## src/hdl/pzbi_pkg.sv

```systemverilog
`default_nettype none

package pzbi_pkg;

   localparam int LIMIT_COUNT  = 7;
   localparam int ZONE_W       = 3;
   localparam int LIMIT_W      = 11;
   localparam int HYST_W       = 6;
   localparam int POWER_W      = 16;
   localparam int POWER_X_W    = 18;
   localparam int CADENCE_W    = 8;
   localparam int TIME_W       = 32;
   localparam int COLOR_W      = 8;
   localparam int RGB_W        = 24;
   localparam int CSR_IDX_W    = 3;
   localparam int CSR_DATA_W   = 11;
   localparam int ALU_W        = 34;
   localparam int QUOT_W       = 11;
   localparam int STEP_W       = 4;

   localparam logic [15:0]          MINUTE_MS    = 16'd60000;
   localparam logic [TIME_W-1:0]    LIT_MS       = 32'd100;
   localparam logic [CADENCE_W-1:0] SLOW_CADENCE = 8'd30;
   localparam logic [CADENCE_W-1:0] FALLBACK_RPM = 8'd60;
   localparam logic [CADENCE_W-1:0] REM_START    = CADENCE_W'(MINUTE_MS >> QUOT_W);

   localparam logic [CSR_IDX_W-1:0] CSR_ZONE_LIMIT_1 = 3'd0;
   localparam logic [CSR_IDX_W-1:0] CSR_HYSTERESIS   = 3'd7;

   localparam logic [HYST_W-1:0] HYST_RESET = 6'd5;

   typedef logic [LIMIT_W-1:0] limit_type;
   typedef limit_type [LIMIT_COUNT-1:0] limit_array_type;

   localparam limit_array_type LIMIT_RESET = {
      11'd345, 11'd310, 11'd276, 11'd242, 11'd207, 11'd173, 11'd127
   };

   typedef struct packed {
      limit_array_type   limit;
      logic [HYST_W-1:0] hyst;
   } cfg_type;

   typedef enum logic [2:0] {
      ALU_ZONE,
      ALU_DIV,
      ALU_NEED,
      ALU_ELAP,
      ALU_CMP
   } alu_op_type;

   typedef struct packed {
      limit_type                     limit;
      logic signed [POWER_X_W-1:0]   power;
      logic [CADENCE_W:0]            rem_shift;
      logic [CADENCE_W-1:0]          rpm;
      logic [QUOT_W-1:0]             period;
      logic [TIME_W-1:0]             now;
      logic [TIME_W-1:0]             mark;
      logic [TIME_W-1:0]             elapsed;
      logic [TIME_W-1:0]             need;
   } alu_in_type;

   typedef struct packed {
      logic [ALU_W-1:0] diff;
      logic             neg;
   } alu_out_type;

   function automatic logic [RGB_W-1:0] zone_color(input logic [ZONE_W-1:0] zone);
      logic [RGB_W-1:0] rgb;
      unique case (zone)
         3'd0: rgb = 24'h969696;
         3'd1: rgb = 24'h0000FF;
         3'd2: rgb = 24'h00FF00;
         3'd3: rgb = 24'h8B4513;
         3'd4: rgb = 24'hFFC800;
         3'd5: rgb = 24'hFF6400;
         3'd6: rgb = 24'h8B0000;
         3'd7: rgb = 24'h800080;
         default: rgb = '0;
      endcase
      return rgb;
   endfunction

endpackage

`default_nettype wire

```

## src/hdl/pzbi_if.sv

```systemverilog
`default_nettype none

interface pzbi_req_if
   import pzbi_pkg::*;
   ();
   logic                        valid;
   logic                        ready;
   logic                        mode;
   logic signed [POWER_W-1:0]   power_watts;
   logic [CADENCE_W-1:0]        cadence_rpm;
   logic [TIME_W-1:0]           now_ms;

   modport source (output valid, mode, power_watts, cadence_rpm, now_ms, input ready);
   modport sink   (input valid, mode, power_watts, cadence_rpm, now_ms, output ready);
endinterface

interface pzbi_rsp_if
   import pzbi_pkg::*;
   ();
   logic                 valid;
   logic                 ready;
   logic [ZONE_W-1:0]    zone;
   logic                 lamp_on;
   logic [COLOR_W-1:0]   red;
   logic [COLOR_W-1:0]   green;
   logic [COLOR_W-1:0]   blue;
   logic                 show_strobe;

   modport source (output valid, zone, lamp_on, red, green, blue, show_strobe, input ready);
   modport sink   (input valid, zone, lamp_on, red, green, blue, show_strobe, output ready);
endinterface

`default_nettype wire

```

## src/hdl/pzbi_sub.sv

```systemverilog
`default_nettype none

module pzbi_sub
   import pzbi_pkg::*;
(
   input  alu_op_type  op,
   input  alu_in_type  opnd,
   output alu_out_type res
);

   logic [ALU_W-1:0] a;
   logic [ALU_W-1:0] b;

   always_comb begin
      unique case (op)
         ALU_ZONE: begin
            a = ALU_W'(opnd.limit);
            b = {{(ALU_W-POWER_X_W){opnd.power[POWER_X_W-1]}}, opnd.power};
         end
         ALU_DIV: begin
            a = ALU_W'(opnd.rem_shift);
            b = ALU_W'(opnd.rpm);
         end
         ALU_NEED: begin
            a = ALU_W'(opnd.period);
            b = ALU_W'(LIT_MS);
         end
         ALU_ELAP: begin
            a = ALU_W'(opnd.now);
            b = ALU_W'(opnd.mark);
         end
         ALU_CMP: begin
            a = ALU_W'(opnd.elapsed);
            b = ALU_W'(opnd.need);
         end
         default: begin
            a = '0;
            b = '0;
         end
      endcase
      res.diff = a - b;
      res.neg  = res.diff[ALU_W-1];
   end

endmodule

`default_nettype wire

```

## src/hdl/pzbi_ctrl.sv

```systemverilog
`default_nettype none

module pzbi_ctrl
   import pzbi_pkg::*;
(
   input  logic             clock,
   input  logic             reset,
   input  cfg_type          cfg,
   pzbi_req_if.sink         req_chan,
   pzbi_rsp_if.source       rsp_chan
);

   typedef enum logic [2:0] {
      S_IDLE,
      S_ZONE,
      S_DIV,
      S_NEED,
      S_ELAP,
      S_CMP,
      S_FIN
   } state_type;

   state_type                    state_ff;
   logic                         dark_req_ff;
   logic signed [POWER_X_W-1:0]  power_ff;
   logic signed [POWER_X_W-1:0]  power_h_ff;
   logic [CADENCE_W-1:0]         rpm_ff;
   logic [TIME_W-1:0]            now_ff;
   logic [STEP_W-1:0]            cnt_ff;
   logic [ZONE_W-1:0]            zone_ff;
   logic [CADENCE_W-1:0]         rem_ff;
   logic [QUOT_W-1:0]            quot_ff;
   logic [TIME_W-1:0]            need_ff;
   logic [TIME_W-1:0]            elapsed_ff;
   logic                         fire_ff;

   logic [ZONE_W-1:0]            held_zone_ff;
   logic [TIME_W-1:0]            blink_mark_ff;
   logic                         lit_phase_ff;
   logic                         dark_shown_ff;
   logic [RGB_W-1:0]             pixel_ff;

   logic                         rsp_valid_ff;
   logic [ZONE_W-1:0]            rsp_zone_ff;
   logic                         rsp_lamp_ff;
   logic [RGB_W-1:0]             rsp_rgb_ff;
   logic                         rsp_strobe_ff;

   logic                         lit_in;
   logic [RGB_W-1:0]             pixel_in;
   logic                         strobe_in;
   logic                         dark_shown_in;
   logic [ZONE_W-1:0]            zone_in;
   logic [TIME_W-1:0]            mark_in;

   alu_op_type                   op;
   alu_in_type                   opnd;
   alu_out_type                  res;
   logic [ZONE_W-1:0]            lim_idx;
   logic                         slot_free;
   logic                         accept;

   assign accept    = req_chan.valid && req_chan.ready;
   assign slot_free = !rsp_valid_ff || rsp_chan.ready;
   assign lim_idx   = cnt_ff[ZONE_W-1:0] - ZONE_W'(1);

   always_comb begin
      unique case (state_ff)
         S_ZONE:  op = ALU_ZONE;
         S_DIV:   op = ALU_DIV;
         S_NEED:  op = ALU_NEED;
         S_ELAP:  op = ALU_ELAP;
         default: op = ALU_CMP;
      endcase
      opnd.limit     = cfg.limit[lim_idx];
      opnd.power     = (held_zone_ff == cnt_ff[ZONE_W-1:0]) ? power_h_ff : power_ff;
      opnd.rem_shift = {rem_ff, MINUTE_MS[cnt_ff]};
      opnd.rpm       = rpm_ff;
      opnd.period    = quot_ff;
      opnd.now       = now_ff;
      opnd.mark      = blink_mark_ff;
      opnd.elapsed   = elapsed_ff;
      opnd.need      = need_ff;
   end

   pzbi_sub u_sub (
      .op   (op),
      .opnd (opnd),
      .res  (res)
   );

   always_comb begin
      zone_in       = held_zone_ff;
      lit_in        = lit_phase_ff;
      mark_in       = blink_mark_ff;
      pixel_in      = pixel_ff;
      dark_shown_in = dark_shown_ff;
      strobe_in     = 1'b0;
      if (dark_req_ff) begin
         if (!dark_shown_ff) begin
            pixel_in      = '0;
            dark_shown_in = 1'b1;
            strobe_in     = 1'b1;
         end
      end else begin
         zone_in       = zone_ff;
         dark_shown_in = 1'b0;
         if (fire_ff) begin
            mark_in   = now_ff;
            lit_in    = !lit_phase_ff;
            pixel_in  = lit_phase_ff ? '0 : zone_color(zone_ff);
            strobe_in = 1'b1;
         end
      end
   end

   always_ff @(posedge clock) begin
      if (reset) begin
         state_ff      <= S_IDLE;
         held_zone_ff  <= '0;
         blink_mark_ff <= '0;
         lit_phase_ff  <= 1'b0;
         dark_shown_ff <= 1'b1;
         pixel_ff      <= '0;
         rsp_valid_ff  <= 1'b0;
      end else begin
         if (rsp_valid_ff && rsp_chan.ready && state_ff != S_FIN) begin
            rsp_valid_ff <= 1'b0;
         end
         unique case (state_ff)
            S_IDLE: begin
               if (accept) begin
                  dark_req_ff <= req_chan.mode;
                  power_ff    <= POWER_X_W'(req_chan.power_watts);
                  power_h_ff  <= POWER_X_W'(req_chan.power_watts)
                                 + POWER_X_W'(cfg.hyst);
                  rpm_ff      <= (req_chan.cadence_rpm > SLOW_CADENCE) ?
                                 req_chan.cadence_rpm : FALLBACK_RPM;
                  now_ff      <= req_chan.now_ms;
                  cnt_ff      <= STEP_W'(LIMIT_COUNT);
                  state_ff    <= req_chan.mode ? S_FIN : S_ZONE;
               end
            end
            S_ZONE: begin
               if (res.neg || cnt_ff == STEP_W'(1)) begin
                  zone_ff  <= res.neg ? cnt_ff[ZONE_W-1:0] : '0;
                  cnt_ff   <= STEP_W'(QUOT_W - 1);
                  rem_ff   <= REM_START;
                  state_ff <= S_DIV;
               end else begin
                  cnt_ff <= cnt_ff - STEP_W'(1);
               end
            end
            S_DIV: begin
               quot_ff <= {quot_ff[QUOT_W-2:0], !res.neg};
               rem_ff  <= res.neg ? opnd.rem_shift[CADENCE_W-1:0] : res.diff[CADENCE_W-1:0];
               if (cnt_ff == '0) begin
                  state_ff <= S_NEED;
               end else begin
                  cnt_ff <= cnt_ff - STEP_W'(1);
               end
            end
            S_NEED: begin
               need_ff  <= lit_phase_ff ? LIT_MS : res.diff[TIME_W-1:0];
               state_ff <= S_ELAP;
            end
            S_ELAP: begin
               elapsed_ff <= res.diff[TIME_W-1:0];
               state_ff   <= S_CMP;
            end
            S_CMP: begin
               fire_ff  <= !res.neg;
               state_ff <= S_FIN;
            end
            S_FIN: begin
               if (slot_free) begin
                  held_zone_ff  <= zone_in;
                  blink_mark_ff <= mark_in;
                  lit_phase_ff  <= lit_in;
                  dark_shown_ff <= dark_shown_in;
                  pixel_ff      <= pixel_in;
                  rsp_valid_ff  <= 1'b1;
                  rsp_zone_ff   <= zone_in;
                  rsp_lamp_ff   <= lit_in;
                  rsp_rgb_ff    <= pixel_in;
                  rsp_strobe_ff <= strobe_in;
                  state_ff      <= S_IDLE;
               end
            end
            default: state_ff <= S_IDLE;
         endcase
      end
   end

   assign req_chan.ready       = (state_ff == S_IDLE);
   assign rsp_chan.valid       = rsp_valid_ff;
   assign rsp_chan.zone        = rsp_zone_ff;
   assign rsp_chan.lamp_on     = rsp_lamp_ff;
   assign rsp_chan.red         = rsp_rgb_ff[23:16];
   assign rsp_chan.green       = rsp_rgb_ff[15:8];
   assign rsp_chan.blue        = rsp_rgb_ff[7:0];
   assign rsp_chan.show_strobe = rsp_strobe_ff;

   a_pixel_lit: assert property (@(posedge clock) disable iff (reset)
      (pixel_ff != '0) |-> (lit_phase_ff && !dark_shown_ff))
      else $error("pixel lit while phase dark or blanked");

   a_rem_bound: assert property (@(posedge clock) disable iff (reset)
      (state_ff == S_DIV) |-> (rem_ff < rpm_ff))
      else $error("divider remainder out of range");

   a_hold_stall: assert property (@(posedge clock) disable iff (reset)
      (state_ff == S_FIN && rsp_valid_ff && !rsp_chan.ready) |=>
      ($stable(held_zone_ff) && $stable(pixel_ff) && state_ff == S_FIN))
      else $error("state committed while result slot full");

   a_dark_strobe: assert property (@(posedge clock) disable iff (reset)
      (state_ff == S_FIN && slot_free && dark_req_ff && strobe_in) |=>
      (dark_shown_ff && pixel_ff == '0))
      else $error("dark request did not blank pixel");

endmodule

`default_nettype wire

```

## src/hdl/power_zone_blink_indicator_unit.sv

```systemverilog
// Power zone blink indicator.
// req_chan carries one call per beat: mode (0 update, 1 go dark), signed power,
// cadence and a free-running millisecond time. rsp_chan returns exactly one
// beat per call: held zone, lamp phase, pixel RGB and a strobe when the pixel
// was rewritten. csr_we/csr_index/csr_wdata write zone limits 1..7 (index 0..6)
// and the hysteresis (index 7); write only while no call is in flight.
// An update runs from acceptance to rsp valid as a zone search through one
// shared subtractor (highest zone first), an 11-step restoring divide of
// 60000 by the cadence (or by 60 rpm at 30 rpm and below) on that same
// subtractor, then phase length, elapsed time and compare. A go-dark call
// skips these steps and goes straight to the result. One call is in flight
// at a time: a new call is accepted only once the last has committed, and
// req_chan.ready rises in the same cycle as rsp valid.
// The result sits in an output register, so the next call is accepted while it
// waits; if rsp_chan stalls, a finished call holds in its last step and
// commits nothing until the register frees up.
// Reset (synchronous) restores default limits, zone 0, phase dark, mark 0 and
// a blanked pixel.
`default_nettype none

module power_zone_blink_indicator_unit
   import pzbi_pkg::*;
(
   input  logic                   clock,
   input  logic                   reset,
   pzbi_req_if.sink               req_chan,
   pzbi_rsp_if.source             rsp_chan,
   input  logic                   csr_we,
   input  logic [CSR_IDX_W-1:0]   csr_index,
   input  logic [CSR_DATA_W-1:0]  csr_wdata
);

   limit_array_type    limit_ff;
   logic [HYST_W-1:0]  hyst_ff;
   cfg_type            cfg;

   always_ff @(posedge clock) begin
      if (reset) begin
         limit_ff <= LIMIT_RESET;
         hyst_ff  <= HYST_RESET;
      end else if (csr_we) begin
         if (csr_index == CSR_HYSTERESIS) begin
            hyst_ff <= csr_wdata[HYST_W-1:0];
         end else begin
            limit_ff[csr_index - CSR_ZONE_LIMIT_1] <= csr_wdata[LIMIT_W-1:0];
         end
      end
   end

   assign cfg.limit = limit_ff;
   assign cfg.hyst  = hyst_ff;

   pzbi_ctrl u_ctrl (
      .clock    (clock),
      .reset    (reset),
      .cfg      (cfg),
      .req_chan (req_chan),
      .rsp_chan (rsp_chan)
   );

endmodule

`default_nettype wire

```

## src/flat_wrapper.sv

```systemverilog
// flat-port wrapper written by rule: the top's interface ports become plain ports
module power_zone_blink_indicator_unit_flat import pzbi_pkg::*;
  (clock, reset, csr_we, csr_index, csr_wdata, req_chan_valid, req_chan_mode, req_chan_power_watts, req_chan_cadence_rpm, req_chan_now_ms, req_chan_ready, rsp_chan_valid, rsp_chan_zone, rsp_chan_lamp_on, rsp_chan_red, rsp_chan_green, rsp_chan_blue, rsp_chan_show_strobe, rsp_chan_ready);
  pzbi_req_if req_chan_i ();
  pzbi_rsp_if rsp_chan_i ();
  input  logic clock;
  input  logic reset;
  input  logic csr_we;
  input  logic [CSR_IDX_W-1:0] csr_index;
  input  logic [CSR_DATA_W-1:0] csr_wdata;
  input wire logic [$bits(req_chan_i.valid)-1:0] req_chan_valid;
  input wire logic [$bits(req_chan_i.mode)-1:0] req_chan_mode;
  input wire logic [$bits(req_chan_i.power_watts)-1:0] req_chan_power_watts;
  input wire logic [$bits(req_chan_i.cadence_rpm)-1:0] req_chan_cadence_rpm;
  input wire logic [$bits(req_chan_i.now_ms)-1:0] req_chan_now_ms;
  output wire logic [$bits(req_chan_i.ready)-1:0] req_chan_ready;
  output wire logic [$bits(rsp_chan_i.valid)-1:0] rsp_chan_valid;
  output wire logic [$bits(rsp_chan_i.zone)-1:0] rsp_chan_zone;
  output wire logic [$bits(rsp_chan_i.lamp_on)-1:0] rsp_chan_lamp_on;
  output wire logic [$bits(rsp_chan_i.red)-1:0] rsp_chan_red;
  output wire logic [$bits(rsp_chan_i.green)-1:0] rsp_chan_green;
  output wire logic [$bits(rsp_chan_i.blue)-1:0] rsp_chan_blue;
  output wire logic [$bits(rsp_chan_i.show_strobe)-1:0] rsp_chan_show_strobe;
  input wire logic [$bits(rsp_chan_i.ready)-1:0] rsp_chan_ready;
  assign req_chan_i.valid = req_chan_valid;
  assign req_chan_i.mode = req_chan_mode;
  assign req_chan_i.power_watts = req_chan_power_watts;
  assign req_chan_i.cadence_rpm = req_chan_cadence_rpm;
  assign req_chan_i.now_ms = req_chan_now_ms;
  assign req_chan_ready = req_chan_i.ready;
  assign rsp_chan_valid = rsp_chan_i.valid;
  assign rsp_chan_zone = rsp_chan_i.zone;
  assign rsp_chan_lamp_on = rsp_chan_i.lamp_on;
  assign rsp_chan_red = rsp_chan_i.red;
  assign rsp_chan_green = rsp_chan_i.green;
  assign rsp_chan_blue = rsp_chan_i.blue;
  assign rsp_chan_show_strobe = rsp_chan_i.show_strobe;
  assign rsp_chan_i.ready = rsp_chan_ready;
  power_zone_blink_indicator_unit u_core (.clock(clock), .reset(reset), .req_chan(req_chan_i), .rsp_chan(rsp_chan_i), .csr_we(csr_we), .csr_index(csr_index), .csr_wdata(csr_wdata));
endmodule
```

## config.mk

```make
export PLATFORM = sky130hd
export DESIGN_NAME = power_zone_blink_indicator_unit_flat
export DESIGN_NICKNAME = d
export VERILOG_FILES = /design/src/hdl/pzbi_pkg.sv /design/src/hdl/pzbi_if.sv /design/src/hdl/pzbi_sub.sv /design/src/hdl/pzbi_ctrl.sv /design/src/hdl/power_zone_blink_indicator_unit.sv /design/src/flat_wrapper.sv
export SDC_FILE = /design/constraint.sdc
export NUM_CORES = 1
export LEC_CHECK = 0
export ABC_AREA = 1
export BUFFER_PORTS_ARGS = -buffer_cell sky130_fd_sc_hd__buf_4
export CELL_PAD_IN_SITES_DETAIL_PLACEMENT = 1
export CELL_PAD_IN_SITES_GLOBAL_PLACEMENT = 1
export CORE_MARGIN = 2
export CORE_UTILIZATION = 47
export DETAILED_ROUTE_END_ITERATION = 8
export PLACE_DENSITY_LB_ADDON = 0.1
export SLEW_MARGIN = 10
export SYNTH_ARGS = -nofsm -noshare
export SYNTH_HDL_FRONTEND = slang
export SYNTH_SLANG_ARGS = --single-unit
```

## constraint.sdc

```tcl
create_clock -name clock -period 5.75 [get_ports clock]
set_clock_uncertainty 0.2 [all_clocks]
set_input_delay 0.2875 -clock clock [delete_from_list [all_inputs] [get_ports clock]]
set_output_delay 0.2875 -clock clock [all_outputs]
set_load 0.02 [all_outputs]
```

==> results of run 1 <==
[where the power goes]
group	internal [mW]	switching, mW	leakage (nW)	total (mW)
clock	1.46	1.08	0.629	2.53
combinational	2.07	4.02	4.63	6.09
sequential	3.55	0.143	3.12	3.70
[kinds of logic (layout without fill, tap and decap cells)]
kind of cell | Yosys count | count (layout)
AND/OR/NAND/NOR | 765 | 765
AO/OA/AOI/OAI | 406 | 406
flip-flops | 360 | 360
buffers and inverters | 273 | 455
adder cells (fa/ha/maj) | 50 | 50
XOR/XNOR | 44 | 44
[worst paths after layout]
path | startpoint | end | slack, ns | cells after the start
setup / recovery | u_core.u_ctrl.cnt_ff[1]$_DFFE_PP_ | flop | 0.50 | 28
hold / removal | csr_index[1] | u_core.hyst_ff[2]$_SDFFE_PP1P_ | 0.06 | 5
setup reg to reg | u_core.u_ctrl.cnt_ff[1]$_DFFE_PP_ | flop | 0.50 | 28
hold reg to reg | u_core.cfg[10]$_SDFFE_PP1P_ | u_core.cfg[10]$_SDFFE_PP1P_ | 0.26 | 2
[cells in the mapped netlist, types with 2 or more instances]
cell / n / area (µm²)
or2_2: 6 / 37.5
nand3_1: 80 / 400
a22oi_1: 8 / 60.1
o2111ai_1: 7 / 61.3
nor2_1: 291 / 1090
a31oi_1: 9 / 56.3
a31o_2: 2 / 17.5
o21a_1: 4 / 30.0
nor2_2: 2 / 12.5
a21oi_1: 85 / 425
xor2_1: 19 / 166
nor4_1: 3 / 18.8
nand2_2: 4 / 25.0
a211oi_1: 26 / 195
a221oi_1: 17 / 149
clkbuf_1: 94 / 353
ha_1: 48 / 601
o221ai_1: 2 / 17.5
buf_1: 7 / 26.3
o22ai_1: 24 / 150
nor3_1: 8 / 40.0
nand2_1: 343 / 1290
a21o_1: 8 / 60.1
dfxtp_1: 166 / 3320
o21ai_1: 12 / 60.1
inv_2: 11 / 41.3
fa_1: 2 / 40.0
nand3b_1: 2 / 15.0
inv_1: 154 / 578
xnor2_1: 25 / 219
o21ai_0: 158 / 791
a22o_1: 21 / 184
clkinv_1: 4 / 15.0
o211ai_1: 11 / 82.6
nand3_4: 2 / 35.0
nand4_1: 19 / 119
a32o_1: 3 / 30.0
o21bai_1: 2 / 15.0
edfxtp_1: 194 / 5830
a311oi_1: 5 / 43.8
[worst max-delay path: cells and delay by family (launching register included)]
family / cells / cell delay (ns)
flip-flops: 1 / 0.36
XOR/XNOR: 1 / 0.39
buffers and inverters: 5 / 0.65
AO/OA/AOI/OAI: 4 / 0.92
adder cells (fa/ha/maj): 3 / 0.92
AND/OR/NAND/NOR: 15 / 1.67
[state kept, by name, indices dropped and copies added, names as in the netlist, 3 cells and up, named ones only]
register                     flops
u_core.cfg                      77
u_core.u_ctrl.blink_mark_ff     32
u_core.u_ctrl.elapsed_ff        32
u_core.u_ctrl.need_ff           32
u_core.u_ctrl.now_ff            32
u_core.u_ctrl.pixel_ff          24
u_core.u_ctrl.rsp_rgb_ff        24
u_core.u_ctrl.power_h_ff        17
u_core.u_ctrl.power_ff          16
u_core.u_ctrl.quot_ff           11
u_core.u_ctrl.rem_ff             8
u_core.u_ctrl.rpm_ff             8
u_core.hyst_ff                   6
u_core.u_ctrl.cnt_ff             4
u_core.u_ctrl.held_zone_ff       3
u_core.u_ctrl.rsp_chan.zone      3
u_core.u_ctrl.state_ff           3
u_core.u_ctrl.zone_ff            3
[routing by layer]
metal,wire (µm),up-vias
met4,1490,0
li1,-,6756
met1,22100,6973
met5,0,-
met3,2250,94
met2,24400,338
[what timing repair did]
action / 4_1_cts / 5_1_grt
hold buffers: 72 / 0
gates resized for setup: 0 / 2
setup endpoints to repair: 0 / 11
buffers inserted: 0 / 0
endpoints found under the hold margin: 155 / 0
[metrics by stage]
| step | utilization (%) | setup slack (ns) | hold slack, ns | power [mW] | instance area (µm²) |
|---|---|---|---|---|---|
| after floorplan | - | 0.799 | 0.186 | 7.96 | 16800 |
| after global placement | 51.1 | 0.528 | 0.235 | 9.42 | 18100 |
| after detailed placement | 51.1 | 0.364 | 0.243 | 9.66 | 18100 |
| after CTS | 56.7 | 0.286 | 0.0540 | 12.3 | 20100 |
| after global routing | 56.7 | 0.00866 | 0.107 | 13.2 | 20100 |
| final | 56.7 | 0.501 | 0.0590 | 12.3 | 20100 |
[final cells by class]
cell class / count / area (µm²)
fillers: 4089 / 15300
flip-flops and latches: 360 / 9150
multi-input cells: 1265 / 6660
repair buffers: 212 / 1780
clock buffers: 54 / 1110
inverters: 170 / 644
well taps: 461 / 577
clock inverters: 19 / 156
==> metrics.txt, run 1 <==
actual slew at the worst max-slew pin=1.13 ns; RSZ-0062 raised after global routing=false; vias in the first global route=14700; leading register cell type out of synthesis=edfxtp_1; Compound-Gate Fraction of Synth Area=14.6%; Mean Syn Cell Area=8.85 µm²; htree depth=2; synthesized area=16800 µm²; Port Buf Inserts=106; fraction of the mapped netlist area in adder cells=3.82%; Remaining DRCs=0; Mapped Cells=1898; Leakage=8.37 nW; WL final=50.3 mm; drt initial violations=764; fraction of registers with async set/reset=0%; Seq cells post-synth=360; DRT antenna net count=0; Post-Synth Simple-Gate Area=18.7%; normalized max-slew margin=24.2%; clk sinks=360; Hold Crit Class=input pin to flop; Rows=69; Longest Clk Path Bufs=3; ANT cells=0; Peak Freq=191 MHz; Syn Nets=2024; Via Count=14200; CP max stage delay=0.47 ns; critical path class=flop to flop; Num CTS Buffers=41; Worst-path clk slew=0.06 ns; worst skew pair latency=0.56 ns; Final Net Count=2176; Die Wd=193 µm; total grt overflow=0; area of the core=35400 µm²; mux cell area share after synthesis=0%; setup TNS=0 ns; Max FO, Critical Path=19; HPWL after DPL=33.2 mm; Critical Path RT=5.98 ns; initial antenna violation count=1; xor-xnor portion of the synthesized cell area=2.30%; GPL Wtd Cong=0.878; pin count of the biggest net entering global routing=90; Area Overhead vs Synth=19.6%; wire per inst=19.8 µm; most frequent cells in the layout=nand2_1 (343), nor2_1 (284), edfxtp_1 (194), dfxtp_1 (166), o21ai_0 (158); die area=37300 µm²; leading cell type in the layout, fill and taps excluded=nand2_1; total track usage=27.1%; drt pass-1 iters=5; final worst-path cycle share=91.3%; first-pass GRT wire length=78.8 mm; met1 usage=35.1%; post-route insts no fill=2541; fin crit period=5.25 ns; GR Layer Usage met2=47.0%; Seq/Total Area, Yosys=54.5%; Synth cell types=50; main combinational cell family by area after synthesis=simple AND/OR/NAND/NOR gates; layout cell share with drive strength beyond 1=11.7%; CTS tree=done; crit path DAT=5.48 ns; final hold vios=0; Setup crit end kind=flop; clk root buf=clkbuf_16; starting density of the core=47.4%; status=completed; Slew Viols, Final=0; power density cells=613 nW/µm²; Startpoint Class=flop; Vias/cell=5.57; maximum VDD drop=0.341 mV; M3 GR Usage=3.22%; max cap viols=0; Die H=193 µm; CP max stage cell=o21ai_0; yosys warns=0; IO Count=107; cell mode on critical path=nand2_1; number of flops mapped to enable cells by yosys=194; dpl cells=2396; final setup fails=0; global routing's busiest layer=met2
Power figures use the tool's default switching activity.
==> run 2: changes to the inputs <==
--- a/config.mk
+++ b/config.mk
@@ -13,7 +13,6 @@
 export CORE_UTILIZATION = 47
 export DETAILED_ROUTE_END_ITERATION = 8
 export PLACE_DENSITY_LB_ADDON = 0.1
-export SLEW_MARGIN = 10
 export SYNTH_ARGS = -nofsm -noshare
 export SYNTH_HDL_FRONTEND = slang
 export SYNTH_SLANG_ARGS = --single-unit
==> constraint.sdc (replaced) <==
create_clock -name clock -period 5.1 [get_ports clock]
set_clock_uncertainty 0.2 [all_clocks]
set_input_delay 0.255 -clock clock [delete_from_list [all_inputs] [get_ports clock]]
set_output_delay 0.255 -clock clock [all_outputs]
set_load 0.02 [all_outputs]
==> run 2 against run 1 <==
Against the previous run:
- largest power group unchanged
- via count barely moved
- sequential share of layout area fell by 0.83 points
- design area rose by 1.9%
- count of clock-buffer cells in the layout rose by 2
- largest cell class unchanged
==> metrics.txt, run 2 (same netlist as run 1, synthesis figures left out) <==
actual slew at the worst max-slew pin=1.12 ns (was 1.13 ns); Vias/cell=5.54 (was 5.57); power density cells=708 nW/µm² (was 613 nW/µm²); Slew Viols, Final=0 (unchanged); CP max stage cell=edfxtp_1 (was o21ai_0); vias in the first global route=15000 (was 14700); Top Layer Used=met4 (unchanged); initial antenna violation count=2 (was 1); Max FO, Critical Path=8 (was 19); DP Area=18100 µm² (about the same); maximum VDD drop=0.496 mV (was 0.341 mV); Longest Clk Path Bufs=3 (unchanged); Worst-path clk slew=0.06 ns (about the same); Area Overhead vs Synth=21.9% (was 19.6%); Final Net Count=2189 (was 2176); final hold vios=0 (unchanged); Hold Crit Class=input pin to flop (unchanged); setup TNS=0 ns (unchanged); Port Buf Inserts=106 (unchanged); area of the core=35400 µm² (unchanged); Layout Utilization=57.8% (was 56.7%); Rows=69 (unchanged); final worst-path cycle share=94.9% (was 91.3%); Fill cells=4033 (was 4089); Remaining DRCs=0 (unchanged); pin count of the biggest net entering global routing=98 (was 90); layout cell share with drive strength beyond 1=13.1% (was 11.7%); GPL Wtd Cong=0.847 (was 0.878); wire per inst=19.9 µm (was 19.8 µm); drt pass-1 iters=5 (unchanged); Leakage=8.54 nW (was 8.37 nW); normalized max-slew margin=25.3% (was 24.2%); M1 WL=21.9 mm (was 22.1 mm); cell mode on critical path=nand2_1 (unchanged); worst skew pair latency=0.57 ns (was 0.56 ns); WL final=51.0 mm (was 50.3 mm); CTS tree=done (unchanged); max reg flops=77 (unchanged); HPWL after DPL=33.0 mm (was 33.2 mm); DR WL met3=2.05 mm (was 2.25 mm); reg-to-reg setup timing slack=0.26 ns (was 0.50 ns); first-pass GRT wire length=80.4 mm (was 78.8 mm); status=completed (unchanged); multi-input combinational cell area=6700 µm² (was 6660 µm²); drt initial violations=753 (was 764); clk root buf=clkbuf_16 (unchanged); leading cell type in the layout, fill and taps excluded=nand2_1 (unchanged); Num CTS Buffers=41 (unchanged); critical path class=flop to flop (unchanged); clk sinks=360 (unchanged); max cap viols=0 (unchanged); die area=37300 µm² (unchanged); Peak Freq=207 MHz (was 191 MHz); CP max stage delay=0.44 ns (was 0.47 ns); IO Count=107 (unchanged); Die Wd=193 µm (unchanged); total track usage=27.8% (was 27.1%); DRT antenna net count=0 (unchanged); Via Count=14200 (about the same); fin crit period=4.84 ns (was 5.25 ns); Setup crit end kind=flop (unchanged); post-route cell area=20500 µm² (was 20100 µm²); Overall Power=14.5 mW (was 12.3 mW); register area=9150 µm² (about the same); htree depth=2 (unchanged); ANT cells=0 (unchanged); crit path DAT=5.09 ns (was 5.48 ns); Die H=193 µm (unchanged); total length of routed met2 wires=25.5 mm (was 24.4 mm); total grt overflow=0 (unchanged); final setup fails=0 (unchanged); starting density of the core=47.4% (unchanged); Critical Path RT=5.35 ns (was 5.98 ns); Startpoint Class=flop (unchanged); most frequent cells in the layout=nand2_1 (341), nor2_1 (284), edfxtp_1 (194), dfxtp_1 (164), o21ai_0 (153) (was nand2_1 (343), nor2_1 (284), edfxtp_1 (194), dfxtp_1 (166), o21ai_0 (158))
run 2: cell count changes in the layout (fill, tap and decap cells not counted), sizes merged:
cell and change:
buf +13, bufinv +4, clkbuf +2, clkinv -1, clkinvlp +1, inv -3
run 2: timing repair:
item,4_1_cts,5_1_grt
pin swaps,0,3
endpoints found under the hold margin,180,0
buffers inserted,1,7
hold buffers,72,0
resized for setup,1,30
endpoints found under the setup margin,4,38
run 2: path summary, 6_finish.rpt:
check                                                   startpoint                                 end  depth (start not counted)
worst max-delay path             u_core.u_ctrl.cnt_ff[0]$_DFFE_PP_                                flop                         30
worst min-delay path                                  csr_index[1]      u_core.hyst_ff[2]$_SDFFE_PP1P_                          5
worst max register to register   u_core.u_ctrl.cnt_ff[0]$_DFFE_PP_                                flop                         30
worst min register to register  u_core.u_ctrl.quot_ff[8]$_DFFE_PP_  u_core.u_ctrl.quot_ff[9]$_DFFE_PP_                          0
run 2: cell type report:
class	count	share of cell area [%]
sequential	360	44.7
multi-input combinational	1265	32.8
timing repair buffer	225	9.41
inverter	170	3.19
clock buffer	56	5.89
tap	461	2.82
clock inverter	20	1.22
run 2: power breakdown:
| group | switching [mW] | internal [mW] |
|---|---|---|
| Sequential | 0.158 | 4.01 |
| Clock | 1.22 | 1.96 |
| Combinational | 4.63 | 2.50 |
run 2: metrics by stage:
step	worst slack (ns)	std cells	hold WS [ns]
final	0.262	2557	0.0209
after global routing	-0.0403	2557	0.0353
after floorplan	0.149	1898	0.154
after global placement	0.171	2401	0.233
after CTS	0.0246	2550	0.00982
after detailed placement	-0.0176	2401	0.234
run 2: metal layers:
| metal | up-vias | global-route usage (%) |
|---|---|---|
| li1 | 6783 | - |
| met1 | 6984 | 35.0 |
| met2 | 296 | 49.0 |
| met3 | 95 | 4.02 |
| met4 | 0 | 9.03 |
| met5 | - | 0 |
run 2: critical path, delay by kind of cell (launching register included):
kind / cells / cell delay [ns]
compound gates: 4 / 0.50
xor+xnor: 1 / 0.15
fa+ha+maj: 3 / 0.86
buf+inv: 7 / 0.89
flops: 1 / 0.44
simple gates: 15 / 1.64
